### config.mk
export PLATFORM = sky130hd
export DESIGN_NAME = mhpq_cell
export DESIGN_NICKNAME = d
export VERILOG_FILES = /design/src/hdl/mhpq_pkg.sv /design/src/hdl/mhpq_cell.sv
export SDC_FILE = /design/constraint.sdc
export NUM_CORES = 1
export LEC_CHECK = 0
export BUFFER_PORTS_ARGS = -buffer_cell sky130_fd_sc_hd__buf_2
export CAP_MARGIN = 20
export CORE_ASPECT_RATIO = 1.5
export CORE_UTILIZATION = 45
export CTS_BUF_LIST = sky130_fd_sc_hd__clkbuf_16
export DETAILED_ROUTE_END_ITERATION = 16
export PLACE_DENSITY = 0.93
export SLEW_MARGIN = 20
export SYNTH_ARGS = -nofsm -noshare
export SYNTH_HDL_FRONTEND = slang
export SYNTH_SLANG_ARGS = --single-unit
### constraint.sdc
create_clock -name clk -period 6.3 [get_ports clk]
set_input_delay 0.315 -clock clk [delete_from_list [all_inputs] [get_ports clk]]
set_output_delay 0.315 -clock clk [all_outputs]
set_load 0.01 [all_outputs]
### src/hdl/mhpq_pkg.sv
// Shared types, sizes and codes for the min-heap priority queue.
package mhpq_pkg;

    localparam int CAPACITY = 64;
    localparam int VALUE_W  = 32;
    localparam int CNT_W    = $clog2(CAPACITY + 1);
    localparam int TOTAL_W  = 7;

    localparam int S_TDATA_W = 32;
    localparam int M_TDATA_W = 48;

    localparam int OUT_TOP_LSB    = 0;
    localparam int OUT_CNT_LSB    = 32;
    localparam int OUT_EMPTY_BIT  = 39;
    localparam int OUT_STATUS_LSB = 40;

    localparam logic KIND_PUSH = 1'b0;
    localparam logic KIND_POP  = 1'b1;

    typedef enum logic [1:0] {
        ST_OK    = 2'd0,
        ST_FULL  = 2'd1,
        ST_EMPTY = 2'd2
    } status_t;

    typedef struct packed {
        logic                       push;
        logic                       pop;
        logic signed [VALUE_W-1:0]  value;
    } cell_cmd_t;

    typedef struct packed {
        logic                       valid;
        logic                       lt;
        logic signed [VALUE_W-1:0]  value;
    } cell_link_t;

endpackage

### src/hdl/mhpq_cell.sv
// One slot of the sorted cell row: holds an entry and trades it with its neighbors.
module mhpq_cell (
    input  logic                 clk,
    input  logic                 rst_n,
    input  mhpq_pkg::cell_cmd_t  cmd,
    input  mhpq_pkg::cell_link_t left_in,
    input  mhpq_pkg::cell_link_t right_in,
    output mhpq_pkg::cell_link_t link
);

    logic                               valid_reg;
    logic                               valid_next;
    logic signed [mhpq_pkg::VALUE_W-1:0] value_reg;
    logic signed [mhpq_pkg::VALUE_W-1:0] value_next;
    logic                               lt;

    assign lt = !valid_reg || (cmd.value < value_reg);

    always_comb
    begin
        valid_next = valid_reg;
        value_next = value_reg;
        if (cmd.push)
        begin
            valid_next = valid_reg | left_in.valid;
            if (lt)
            begin
                value_next = left_in.lt ? left_in.value : cmd.value;
            end
        end
        else if (cmd.pop)
        begin
            valid_next = right_in.valid;
            value_next = right_in.value;
        end
    end

    always_ff @(posedge clk or negedge rst_n)
    begin
        if (!rst_n)
        begin
            valid_reg <= 1'b0;
        end
        else
        begin
            valid_reg <= valid_next;
        end
    end

    always_ff @(posedge clk)
    begin
        value_reg <= value_next;
    end

    assign link.valid = valid_reg;
    assign link.lt    = lt;
    assign link.value = value_reg;

endmodule

==> impl_metrics.yaml <==
run_status:
  status: "completed"
worst_hold_path:
  hold_class: "primary input to flop"
clock_tree:
  path_clk_slew_ns: 0.05
  clock-sinks: 33
  cts_buffers: 5
  cts_resized: 0
  clockRootBuffer: "clkbuf_16"
  clock_latency_ns: 0.27
  cts_tree: "built"
  cts.path.max_buffers: 2
  h-tree-depth: 2
sta:
  whs_ns: 0.3188
  tns_ns: 0
  layout_setup_ws_ns: 3.195
  slew_headroom_pct: 33.31
  fmax_mhz: 322.0
  rsz0062_at_grt: "no"
  finalSetupViolCount: 0
  final.min_clock_period_ns: 3.105
  finClkSkew_ns: 0.004622
  hold_violations: 0
  period_share_pct: 49.29
  final_max_slew_viol_count: 0
  worstMarginPinSlew_ns: 1.000
critical_path:
  worstPathCellList: "inv_1 -> ha_1 -> a211o_1 -> a31oi_1 -> o311a_1 -> o41ai_2 -> and4_2 -> a211oi_4 -> buf_4"
  worstPathRequired_ns: 6.25
  crit_path_end_kind: "flop"
  cp_slowest_stage_delay_ns: 0.67
  arrival_ns: 3.06
  worst_setup_path_start_kind: "flop"
  slowest_stage: "a211oi_4"
  cp_max_fo: 18
  crit_type: "flop to flop"
place:
  post-dp-hpwl_mm: 5.192
  dp_cells: 461
  place_congestion: 0.8098
  port-buffer-count: 136
  post-place-ws_ns: 3.088
yosys:
  synthTopCellsByArea: "edfxtp_1 38%, ha_1 15%, mux2i_1 13%"
  ys_seq_area_share_pct: 39.17
  syn-instance-count: 268
  ys_dominant_reg_cell: "edfxtp_1"
  synth_common_cells: "46 x a21oi_1, 36 x nor2_1, 32 x edfxtp_1, 32 x inv_1, 32 x mux2i_1"
  synth_edf_count: 32
  syn_nets: 403
  syn-cell-area_mm2: 0.002517
  async_reset_ff_share_pct: 3.030
  synth_most_common_cell: "a21oi_1"
  synth_top_area_cell: "edfxtp_1"
  synth_area_per_cell_um2: 9.393
  synth_seq_cells: 33
  yosys_warnings: 0
  ys_types: 30
  netlist.area_leader.share_pct: 38.17
die:
  io-pin-count: 138
  design.core.area_mm2: 0.005409
  fp.dieW_um: 63.07
  initial_utilization_pct: 46.54
  die_h_um: 93.61
  rows: 33
  die-area_mm2: 0.005904
detailed_routing:
  dr.pass1.iters: 4
  via_count: 2473
  route.met3.wl_um: 341
  wl_met1_mm: 2.307
  highest_layer: "met4"
  avgViaCountPerCell: 5.262
  drt_iter0_drc: 49
  met2_length_mm: 3.648
  routedWlPerCell_um: 13.74
  drc_errors: 0
  wl_mm: 6.456
  antenna_left: 0
power:
  p_total_uw: 756.8
  power.switching_uw: 228.7
  p_leak_nw: 1.788
  ir_worst_vdd_uv: 159.1
  swShare_pct: 30.21
  p_int_uw: 528.2
  power_frac_seq_pct: 39.1
  p_per_area_mw_per_mm2: 223.1
  combPwrFrac_pct: 31.0
  clkPwrFrac_pct: 30.0
global_route:
  grt_pass1_wl_mm: 10.21
  grt_pass1_vias: 2506
  grt-ovfl-total: 0
  grt.total_usage_pct: 22.46
  grt_max_degree: 70
  antenna_found_initial: 0
job:
  cap_violations: 0
layout:
  diodes: 0
  largest_register_ff_count: 32
  instances_no_fill: 470
  nFillCells: 476
  fin_nets: 534
  final_layout_size_suffix_gt1_share_pct: 36.50
  syn2layout_area_growth_pct: 34.74
metrics by stage:
| step | utilization, % | area, um^2 |
|---|---|---|
| 4_1_cts | 62.66 | 3390 |
| 5_1_grt | 62.71 | 3392 |
| 2_1_floorplan | - | 2517 |
| 3_3_place_gp | 59.94 | 3242 |
| 3_5_place_dp | 59.94 | 3242 |
| 6_report | 62.71 | 3392 |
final cells by class:
type | instances | area (um^2) | share of cell area, %
Multi-Input combinational cell | 189 | 1360 | 40.10
Sequential cell | 33 | 985.9 | 29.07
Timing Repair Buffer | 138 | 700.7 | 20.66
Clock buffer | 5 | 125.1 | 3.689
Inverter | 32 | 120.1 | 3.541
Tap cell | 70 | 87.58 | 2.582
Clock inverter | 3 | 12.51 | 0.3689
power groups by stage:
stage,clock (mW),sequential (mW),combinational (mW)
finish,0.227,0.296,0.234
global route,0.240,0.299,0.262
CTS,0.233,0.296,0.238
detailed placement,0,0.300,0.236
global placement,0,0.297,0.224
floorplan,0,0.316,0.122
path summary, 6_finish.rpt:
kind                                         from                       to  slack, ns  cells past startpoint
max                        value_reg[2]$_DFFE_PP_  value_reg[17]$_DFFE_PP_       3.19                      9
min in group asynchronous                   rst_n    valid_reg$_DFFE_PN0P_       0.34                      2
min                                   left_in[33]    valid_reg$_DFFE_PN0P_       0.32                      3
min reg2reg                 valid_reg$_DFFE_PN0P_    valid_reg$_DFFE_PN0P_       0.67                      2
max reg2reg                value_reg[2]$_DFFE_PP_  value_reg[17]$_DFFE_PP_       3.19                      9
max in group asynchronous                   rst_n    valid_reg$_DFFE_PN0P_       5.87                      2
layout by cell type, fill, tap and decap left out:
master,instances
buf_2,135
a21oi_1,46
nor2_1,36
inv_1,32
mux2i_1,32
edfxtp_1,32
ha_1,31
nand2_1,10
nand4_1,5
o21ai_0,5
clkbuf_16,5
nand2b_1,3
nand3_1,3
nor3_1,2
a31oi_1,2
and3_1,2
clkinv_1,2
buf_4,2
a211o_1,1
a21o_1,1
o311a_1,1
o41ai_2,1
a221oi_1,1
mux2_1,1
and3b_1,1
and4_2,1
o2bb2ai_1,1
a211oi_4,1
nor2b_1,1
a211oi_1,1
clkinv_2,1
dlygate4sd3_1,1
dfrtp_1,1
worst max-delay path: cells and delay by family, from the launching register on:
| kind | cells | cell delay [ns] |
|---|---|---|
| AOI/OAI and AO/OA | 5 | 1.42 |
| buffers and inverters | 2 | 0.48 |
| DFF | 1 | 0.40 |
| adders and majority gates | 1 | 0.24 |
| and+or+nand+nor | 1 | 0.24 |
routing by layer:
layer  global-route usage [%]  up-vias
li1                         -     1217
met1                    21.32     1125
met2                    45.70      112
met3                    2.927       19
met4                    10.66        0
met5                        0        -
logic make-up after synthesis:
group	share of synthesized area, %
AND/OR/NAND/NOR	11.33
AO/OA/AOI/OAI	13.62
buffers and inverters	7.306
multiplexers	13.17
flip-flops	39.16
adder cells (fa/ha/maj)	15.41
repair_timing:
action                    in CTS  in global routing
hold endpoints to repair       1                  0
hold buffers                   1                  0
buffers inserted               0                  0
Note: power is estimated with default switching activity, not from simulation.
